--- src/rtl/dtd_pkg.sv ---
// Shared types and constants of the dictionary token decoder.
package dtd_pkg;

   // Input word: one command with its operands.
   typedef struct packed {
      logic [1:0]  command;
      logic [7:0]  in_byte;
      logic [11:0] token_index;
      logic [6:0]  byte_offset;
   } req_word_type;

   // Output word: one beat of decoded bytes.
   typedef struct packed {
      logic [63:0] out_bytes;
      logic [3:0]  out_count;
      logic        last_beat;
   } rsp_word_type;

   // Write request into the dictionary memories.
   typedef struct packed {
      logic        text_we;
      logic        len_we;
      logic [11:0] index;
      logic [6:0]  offset;
      logic [7:0]  data;
   } dict_wr_type;

   // Read request into the dictionary memories.
   typedef struct packed {
      logic        text_re;
      logic        len_re;
      logic [11:0] index;
      logic [6:0]  offset;
   } dict_rd_type;

   // One decoded byte handed to the beat packer.
   typedef struct packed {
      logic       push;
      logic [7:0] data;
      logic       last;
   } pk_push_type;

   // Packer status seen by the controller.
   typedef struct packed {
      logic out_free;
      logic room;
   } pk_status_type;

   // Command codes.
   localparam logic [1:0] CMD_DECODE     = 2'd0;
   localparam logic [1:0] CMD_END        = 2'd1;
   localparam logic [1:0] CMD_WRITE_BYTE = 2'd2;
   localparam logic [1:0] CMD_WRITE_LEN  = 2'd3;

   // Pending decode state.
   localparam logic [1:0] KIND_NONE   = 2'd0;
   localparam logic [1:0] KIND_ESCAPE = 2'd1;
   localparam logic [1:0] KIND_PREFIX = 2'd2;

   // Byte classes of the encoded stream.
   localparam logic [7:0] ESCAPE_BYTE = 8'hFF;
   localparam logic [1:0] CLASS_SHORT = 2'b10;
   localparam logic [1:0] CLASS_LONG  = 2'b11;

   // Maximum number of beats one word may cause.
   localparam int MAX_BEATS = 16;

endpackage

--- src/rtl/dtd_packer.sv ---
// Beat packer: gathers decoded bytes into lanes and holds one output word.
module dtd_packer #(
   parameter int OUT_LANES = 8
) (
   input  logic                   clock,
   input  logic                   reset,
   input  dtd_pkg::pk_push_type   push,
   output dtd_pkg::pk_status_type status,
   output logic                   rsp_valid,
   input  logic                   rsp_stall,
   output dtd_pkg::rsp_word_type  rsp_word
);
   import dtd_pkg::*;

   logic [7:0]   acc_ff [OUT_LANES];
   logic [3:0]   acc_cnt_ff;
   logic         out_valid_ff;
   rsp_word_type out_ff;

   logic         completes;
   logic [63:0]  beat_bytes;

   // A byte completes a beat when it fills the last lane or ends the word.
   always_comb begin
      status.out_free = !out_valid_ff || !rsp_stall;
      status.room     = acc_cnt_ff != 4'(OUT_LANES - 1);
      completes       = push.last || !status.room;
      beat_bytes      = '0;
      for (int l = 0; l < OUT_LANES; l++) begin
         if (4'(l) == acc_cnt_ff) begin
            beat_bytes[8*l +: 8] = push.data;
         end else if (4'(l) < acc_cnt_ff) begin
            beat_bytes[8*l +: 8] = acc_ff[l];
         end
      end
   end

   // Lane accumulator.
   always_ff @(posedge clock) begin
      if (push.push && !completes) begin
         for (int l = 0; l < OUT_LANES; l++) begin
            if (4'(l) == acc_cnt_ff) begin
               acc_ff[l] <= push.data;
            end
         end
      end
   end

   // Fill count and output register.
   always_ff @(posedge clock) begin
      if (reset) begin
         acc_cnt_ff   <= '0;
         out_valid_ff <= 1'b0;
      end else if (push.push && completes) begin
         acc_cnt_ff   <= '0;
         out_valid_ff <= 1'b1;
      end else begin
         if (push.push) begin
            acc_cnt_ff <= acc_cnt_ff + 4'd1;
         end
         if (out_valid_ff && !rsp_stall) begin
            out_valid_ff <= 1'b0;
         end
      end
   end

   // Output payload, loaded when a beat is completed.
   always_ff @(posedge clock) begin
      if (push.push && completes) begin
         out_ff.out_bytes <= beat_bytes;
         out_ff.out_count <= acc_cnt_ff + 4'd1;
         out_ff.last_beat <= push.last;
      end
   end

   assign rsp_valid = out_valid_ff;
   assign rsp_word  = out_ff;

endmodule
--- config.mk ---
export PLATFORM = sky130hd
export DESIGN_NAME = dtd_packer
export DESIGN_NICKNAME = d
export VERILOG_FILES = /design/src/rtl/dtd_pkg.sv /design/src/rtl/dtd_packer.sv
export SDC_FILE = /design/constraint.sdc
export NUM_CORES = 1
export LEC_CHECK = 0
export ABC_CLOCK_PERIOD_IN_PS = 4630
export BUFFER_PORTS_ARGS = -buffer_cell sky130_fd_sc_hd__buf_2
export CORE_ASPECT_RATIO = 0.9
export CORE_MARGIN = 2
export CORE_UTILIZATION = 50
export CTS_BUF_LIST = sky130_fd_sc_hd__clkbuf_8
export DETAILED_ROUTE_END_ITERATION = 8
export PLACE_DENSITY = 0.76
export SLEW_MARGIN = 25
export SYNTH_ARGS = -nofsm -noshare
export SYNTH_HDL_FRONTEND = slang
export SYNTH_SLANG_ARGS = --single-unit
--- constraint.sdc ---
create_clock -name clock -period 4.63 [get_ports clock]
set_clock_uncertainty 0.05 [all_clocks]
set_input_delay 0.463 -clock clock [delete_from_list [all_inputs] [get_ports clock]]
set_output_delay 0.463 -clock clock [all_outputs]
set_load 0.05 [all_outputs]
# Word level (Yosys, flattened, before mapping)
# Memories as Yosys holds them, arrays and structs flattened.
# Index checks and enable logic that the tools add are counted.
word_totals:
  regBits: 74
  ramBits: 64
  elab_cells: 105
  memories: 1
op_classes:
  add_sub_neg: 1
  order_cmp: 8
  eq_ne: 8
  n_mux: 63
  reduce_logical: 19
mem_list:
  columns: ["memory", "depth", "word_bits", "rd", "rd_clocked_by_memory_dff", "wr", "line", "source"]
  rows:
  - ["acc_ff", 8, 8, 8, 0, 1, "dtd_packer.sv:15", "logic [7:0] acc_ff [OUT_LANES];"]
ops:
  columns: ["op", "n"]
  rows:
  - ["$mux 8", 23]
  - ["$reduce_or 8->1", 7]
  - ["$mux 1", 33]
  - ["$mux 3", 7]
  - ["$eq 3x4->1 const A", 4]
  - ["$lt 3x4->1 const A", 4]
  - ["$eq 2x4->1 const A", 2]
  - ["$lt 1x4->1 const A", 2]
  - ["$lt 2x4->1 const A", 2]
  - ["$add 4x1->4 const B", 1]
  - ["$eq 1x4->1 const A", 1]
  - ["$logic_not 1->1", 4]
  - ["$logic_not 4->1", 1]
  - ["$ne 4x3->1 const B", 1]
  - ["$logic_and 1x1->1", 3]
  - ["$logic_or 1x1->1", 2]
  - ["$reduce_bool 2->1", 1]
  - ["$reduce_or 2->1", 1]

# Longest topological paths before layout
# Gate-level depths: netlist of run 1.
logic_depth:
  depth_word: 15
  depth_mapped: 7

# Least setup slack after synthesis of run 1
# No wires, ideal clock.
synth_timing:
  kind: "input port to flip-flop"
  from: "in push[9] in the netlist's numbering"
  to: "reg out_ff (netlist bit rsp_word[0]) (enable)"
  setup_ps: 423
  arrival_ps: 2201
  required_time_ps: 4157
  path_slack_ps: 1956
  path_stages: 3
  path_buffers: 1
  cell_sequence: "clkbuf_1 > o21ai_0 > inv_1"
synth_between:
  elab_chain_len: 1
synth_lines:
  columns: ["item", "line", "source"]
  rows:
  - ["from (decl)", "dtd_packer.sv:7", "input dtd_pkg::pk_push_type push,"]
  - ["$logic_and 1x1->1", "dtd_packer.sv:69", "if (push.push && completes) begin"]
  - ["to (decl)", "dtd_packer.sv:18", "rsp_word_type out_ff;"]
# Every way passes these cells.
# A chain may end at the register's enable or synchronous reset.

==> results.toml, run 1 <==
[routing]
routedWlPerCell_microns = 18.4
viasPerCell = 5.57
wirelength_mm = 10.7
drt-pass1-iter-count = 4
ant_nets = 0
drt_iter0_drc = 284
vias = 3241
drc_errors = 0

[sta]
fin_crit_sh = 0.623
rsz0062_at_grt = "no"
holdWs_ns = 0.218
min_period_ns = 2.89
fmax_ghz = 0.347
slew_headroom = 0.362
worstMarginPinSlew_ns = 0.950
setup_viol = 0
hold_viol_final = 0
setup_tns_ns = 0
slew_violations = 0

[finish]
fin_area_sq_um = 6320
final_nets = 457
drive_gt1_frac = 0.289
stdcell_count = 582
syn2layout_area_growth_pct = 17.0
num_antenna_cells = 0

[placement]
io_buffers = 84
post-dp-hpwl_mm = 6.59
place_inst = 551
finalWeightedCongestion = 0.825
placed_area_sq_um = 5910

[grt]
grt.busiest_layer = "met2"
grt_max_degree = 44
overflow = 0
track_usage = 0.191
antenna_found_initial = 0
met1_usage = 0.258
gr-usage-met3 = 0.0611
use_met2 = 0.290
grt_pass1_wl_mm = 16.1
grt_pass1_vias = 3116

[yosys]
synth.distinct_cells = 40
synth.cell_area_sq_um = 5400
yosys-top-cells-area = "edfxtp_1, a22o_1, nand2_1"
synth_top_area_share = 0.739
synth_cells = 356
yosys_warnings = 0
ys_ff_latch = 138
yosysTopAreaCell = "edfxtp_1"
synth.avg_cell_area_sq_um = 15.2
ys_seq_area_frac = 0.758

[clocking]
htreeDepth = 4
clkTransAtPathRegs_ns = 0.07
tritoncts = "built"
cts.repair.resized = 0
postCtsSetupRepairBufs = 0
cts_root_buf = "clkbuf_8"
cts_buffers = 17
insertion_delay_ns = 0.44
clock_sinks = 138
holdBufCountCts = 0
clockBufferDepth = 2

[floorplan]
num_rows = 35
core_sq_um = 10400
die_h_microns = 103
initial_utilization = 0.521
ioPinCount = 85
die_w_microns = 114
dieArea_sq_um = 11700

[setup_path]
startpoint_type = "flip-flop"
path_class = "reg -> out"
cp.arrival_ns = 2.37
critPathRequiredTime_ns = 4.12
endpoint_kind = "output port"
crit_path_max_fanout = 28

[power_and_ir_drop]
switchingPower_mw = 0.599
ir_drop_mv = 0.374
clockPowerShare = 0.388
p_int_mw = 2.02
power.total_mw = 2.62
switching_share = 0.229
p_leak_nw = 2.36
p_per_area_nw_per_um2 = 414
p_seq_frac = 0.540
power_frac_comb = 0.072

[hold_path]
min_path_type = "in -> reg"

[flow_run]
drv_cap = 0

[outcome]
outcome = "finished clean"
## worst paths after layout
| path | slack, ns | end | from | cells past startpoint |
|---|---|---|---|---|
| max | 1.74 | status[0] | acc_cnt_ff[2] | 3 |
| min | 0.22 | acc_cnt_ff[2] | reset | 2 |
| max reg2reg | 1.80 | rsp_word[44] | acc_cnt_ff[2] | 4 |
| min reg2reg | 0.44 | rsp_valid | rsp_valid | 2 |
## area by class of cell
class,count,area [sq um]
clock inverters,14,180
well taps,129,161
clock buffers,17,234
inverters,6,22.5
multi-input cells,189,1170
fillers,788,4050
flip-flops and latches,138,4090
repair buffers,89,458
## kinds of logic after synthesis
kind of cell | after synthesis | synth area share
other | 1 | 0.000694
xor gates and xnor gates | 1 | 0.00162
adders and majority gates | 3 | 0.00695
DFF | 138 | 0.758
and+or+nand+nor | 97 | 0.0898
muxes | 9 | 0.0185
buffers and inverters | 36 | 0.0299
AOI/OAI and AO/OA | 71 | 0.0949
## cell usage in the layout (no fill, tap or decap), types with 4 or more instances in the layout
cell        synthesis  routed
nand2b_1            5       5
a22o_1             32      32
o21ai_0            17      17
o21ai_1             8       8
edfxtp_1          133     133
buf_4               1       5
nand3_1            17      17
buf_2              12      84
mux2_2              8       8
bufinv_16           0       4
clkinv_1            1       4
clkinvlp_4          0       4
dfxtp_1             5       5
clkbuf_8            0      17
a22oi_1             8       8
conb_1              1       8
nand2_1            51      51
nor2b_1             4       4
## through the flow
step	worst slack (ns)	utilization
3_5_place_dp	1.83	0.570
5_1_grt	1.59	0.609
2_1_floorplan	1.96	-
6_report	1.74	0.609
4_1_cts	1.73	0.609
3_3_place_gp	1.94	0.570
## cell usage after synthesis (all sizes together)
cell,count
a21oi,2
and4b,1
o31ai,1
a211oi,2
buf,14
inv,5
edfxtp,133
or3,2
nor3,1
ha,3
conb,1
or2,1
nor4,3
clkbuf,16
nand2,51
dfxtp,5
o311a,1
xor2,1
and2,4
nor2,4
nand2b,5
nand4bb,1
mux2,8
a22oi,8
clkinv,1
nor2b,4
a22o,32
nand4b,1
and3,2
nand3,17
mux2i,1
o21ai,25
## per-layer routing
layer | routed length, microns | vias up | share of wire
li1 | - | 1504 | -
met3 | 747 | 15 | 0.070
met4 | 147 | 0 | 0.014
met5 | 0 | - | 0
met1 | 4730 | 1585 | 0.44
met2 | 5060 | 137 | 0.47
## state kept, by name (all words and copies together) (netlist names)
register and cells:
rsp_word 69, acc_cnt_ff 4, acc_ff 64, rsp_valid 1
## critical path, cell delays in order (launching register included)
cell and delay, ns:
dfxtp_1 0.94, and4b_1 0.59, inv_1 0.16, buf_2 0.24
## power groups by stage
stage	registers (mW)	logic (mW)	clock network (mW)
3_5_place_dp	1.44	0.188	0
6_report	1.41	0.187	1.02
4_1_cts	1.41	0.188	1.03
2_1_floorplan	1.52	0.0572	0
5_1_grt	1.42	0.198	1.08
3_3_place_gp	1.44	0.185	0
(Power assumes the default switching activity.)
==> inputs of run 2 (changes only) <==
ABC_AREA = 1   (was unset)
ABC_CLOCK_PERIOD_IN_PS = 2800   (was 4630)
clock period = 2.8 ns   (was 4.63 ns; I/O delays follow)
==> run 2 against run 1 <==
  * Synthesized cell count down 3.4%
  * Die area decreased by 3.7%
  * Core utilization shrank 0.30 points
  * Clock-buffer cell count did not move
  * Sequential power grew 67%
  * Global-route usage is 0.57 points higher
  * Register-to-register slack got worse by 1.4 ns
  * Critical endpoint is now acc_ff[0][10]
  * Largest cell class unchanged
  * Highest routed layer unchanged
==> results.toml, run 2 <==
[yosys]
yosysMostFrequentCell = "edfxtp_1"
ys_ff_latch = 138
synth.cell_area_sq_um = 5200
yosys-top-cells-area = "edfxtp_1, o21ai_0, nand3_1"
synth.distinct_cells = 22
synth_top_area_share = 0.768
synth.avg_cell_area_sq_um = 15.1
ys_top_cells_by_count = "edfxtp_1, o21ai_0, nand2_1"
yosysTopAreaCell = "edfxtp_1"
ys_seq_area_frac = 0.788
ys.flop_type = "edfxtp_1"
synth_edf_count = 133
async_reset_ff_frac = 0
yosys_warnings = 0
synth_cells = 344

[finish]
largest_reg_flops = 69
utilization = 0.606
syn2layout_area_growth_pct = 18.5
fin_area_sq_um = 6160
n_fill_cell = 787
final_nets = 465
drive_gt1_frac = 0.311
stdcell_count = 589
final_common_cell = "edfxtp_1"
num_antenna_cells = 0
layout_common_cells = "edfxtp_1, buf_2, o21ai_0"

[sta]
worstMarginPinSlew_ns = 0.750
min_period_ns = 2.36
slew_violations = 0
slew_headroom = 0.499
timing.final.ws_setup_ns = 0.439
setup_tns_ns = 0
fin_crit_sh = 0.843
holdWs_ns = 0.0710
fmax_ghz = 0.424
hold_viol_final = 0
setup_viol = 0
rsz0062_at_grt = "no"

[clocking]
clockBufferDepth = 2
cts_root_buf = "clkbuf_8"
htreeDepth = 4
clock_sinks = 138
insertion_delay_ns = 0.42
cts_buffers = 17
tritoncts = "built"
postCtsSetupRepairBufs = 0
clkTransAtPathRegs_ns = 0.07

[placement]
post-dp-hpwl_mm = 6.81
placed_area_sq_um = 5770
place_ws_ns = 0.474
finalWeightedCongestion = 0.804
io_buffers = 84
place_inst = 557

[power_and_ir_drop]
power.total_mw = 4.20
p_per_area_nw_per_um2 = 681
p_leak_nw = 2.28
ir_drop_mv = 0.324

[routing]
routedWlPerCell_microns = 18.0
wirelength_mm = 10.6
ant_nets = 0
drc_errors = 0
viasPerCell = 5.31
drt-pass1-iter-count = 5
vias = 3126
drt_iter0_drc = 228

[floorplan]
ioPinCount = 85
num_rows = 35
die_h_microns = 101
initial_utilization = 0.512
core_sq_um = 10200
die_w_microns = 111
dieArea_sq_um = 11200

[setup_path]
critPathRequiredTime_ns = 2.80
path_class = "reg -> reg"
cp.arrival_ns = 2.36
endpoint_kind = "flip-flop"
startpoint_type = "flip-flop"
crit_path_max_fanout = 21

[grt]
grt_max_degree = 25
grt_pass1_wl_mm = 16.2
antenna_found_initial = 0
track_usage = 0.197
overflow = 0
grt_pass1_vias = 3026

[hold_path]
min_path_type = "in -> reg"

[outcome]
outcome = "finished clean"

[flow_run]
drv_cap = 0
run 2: cell types whose count changed after synthesis, sizes merged, moves of 8 or more:
cell    previous run  this run
inv                5        19
clkbuf            16         0
mux2               8         0
nor2               4        16
a22oi              8         0
nand2             51        41
nand3             17        29
a22o              32         0
o21ai             25        81
run 2: cell type report:
cell class	instances	area, sq um	area share
clock buffer	17	234	0.0380
clock inverter	13	139	0.0225
inverter	19	71.3	0.0116
multi-input combinational	183	978	0.159
sequential	138	4090	0.665
tap	129	161	0.0262
timing repair buffer	90	483	0.0784
run 2: worst paths after layout:
kind | end | startpoint | cells after the start | slack, ns
min reg2reg | rsp_valid | rsp_valid | 2 | 0.42
min | rsp_valid | rsp_stall | 3 | 0.07
max | acc_ff[0][10] | acc_cnt_ff[3] | 4 | 0.44
max reg2reg | acc_ff[0][10] | acc_cnt_ff[3] | 4 | 0.44
run 2: critical path, cell delays in order (launching register included):
cell and delay (ns):
dfxtp_1 0.81, nor2_1 0.14, nand2_2 0.25, nand3_4 0.18, nor2_1 0.55
run 2: cell families (layout without fill, tap and decap cells):
logic type	count (synthesis)	count (layout)	synth area share
other	1	8	0.000722
adder cells (fa/ha/maj)	3	3	0.00722
XOR/XNOR	1	1	0.00169
AND/OR/NAND/NOR	87	87	0.0818
buffers and inverters	30	139	0.0291
AO/OA/AOI/OAI	84	84	0.0917
flip-flops	138	138	0.788
run 2: power by group:
group	switching, mW	leakage (nW)	internal [mW]
Clock	0.671	0.196	0.848
Sequential	0.0184	1.29	2.33
Combinational	0.270	0.797	0.0582
run 2: what timing repair did:
item	CTS	global route
resized for setup	0	0
setup endpoints to repair	0	0
hold buffers	2	0
endpoints found under the hold margin	2	0
run 2: metal layers:
| layer | wire length, microns | part of all wire | track usage |
|---|---|---|---|
| met5 | 0 | 0 | 0 |
| met4 | 167 | 0.016 | 0.0712 |
| met3 | 775 | 0.073 | 0.0523 |
| met2 | 5200 | 0.49 | 0.320 |
| met1 | 4450 | 0.42 | 0.260 |
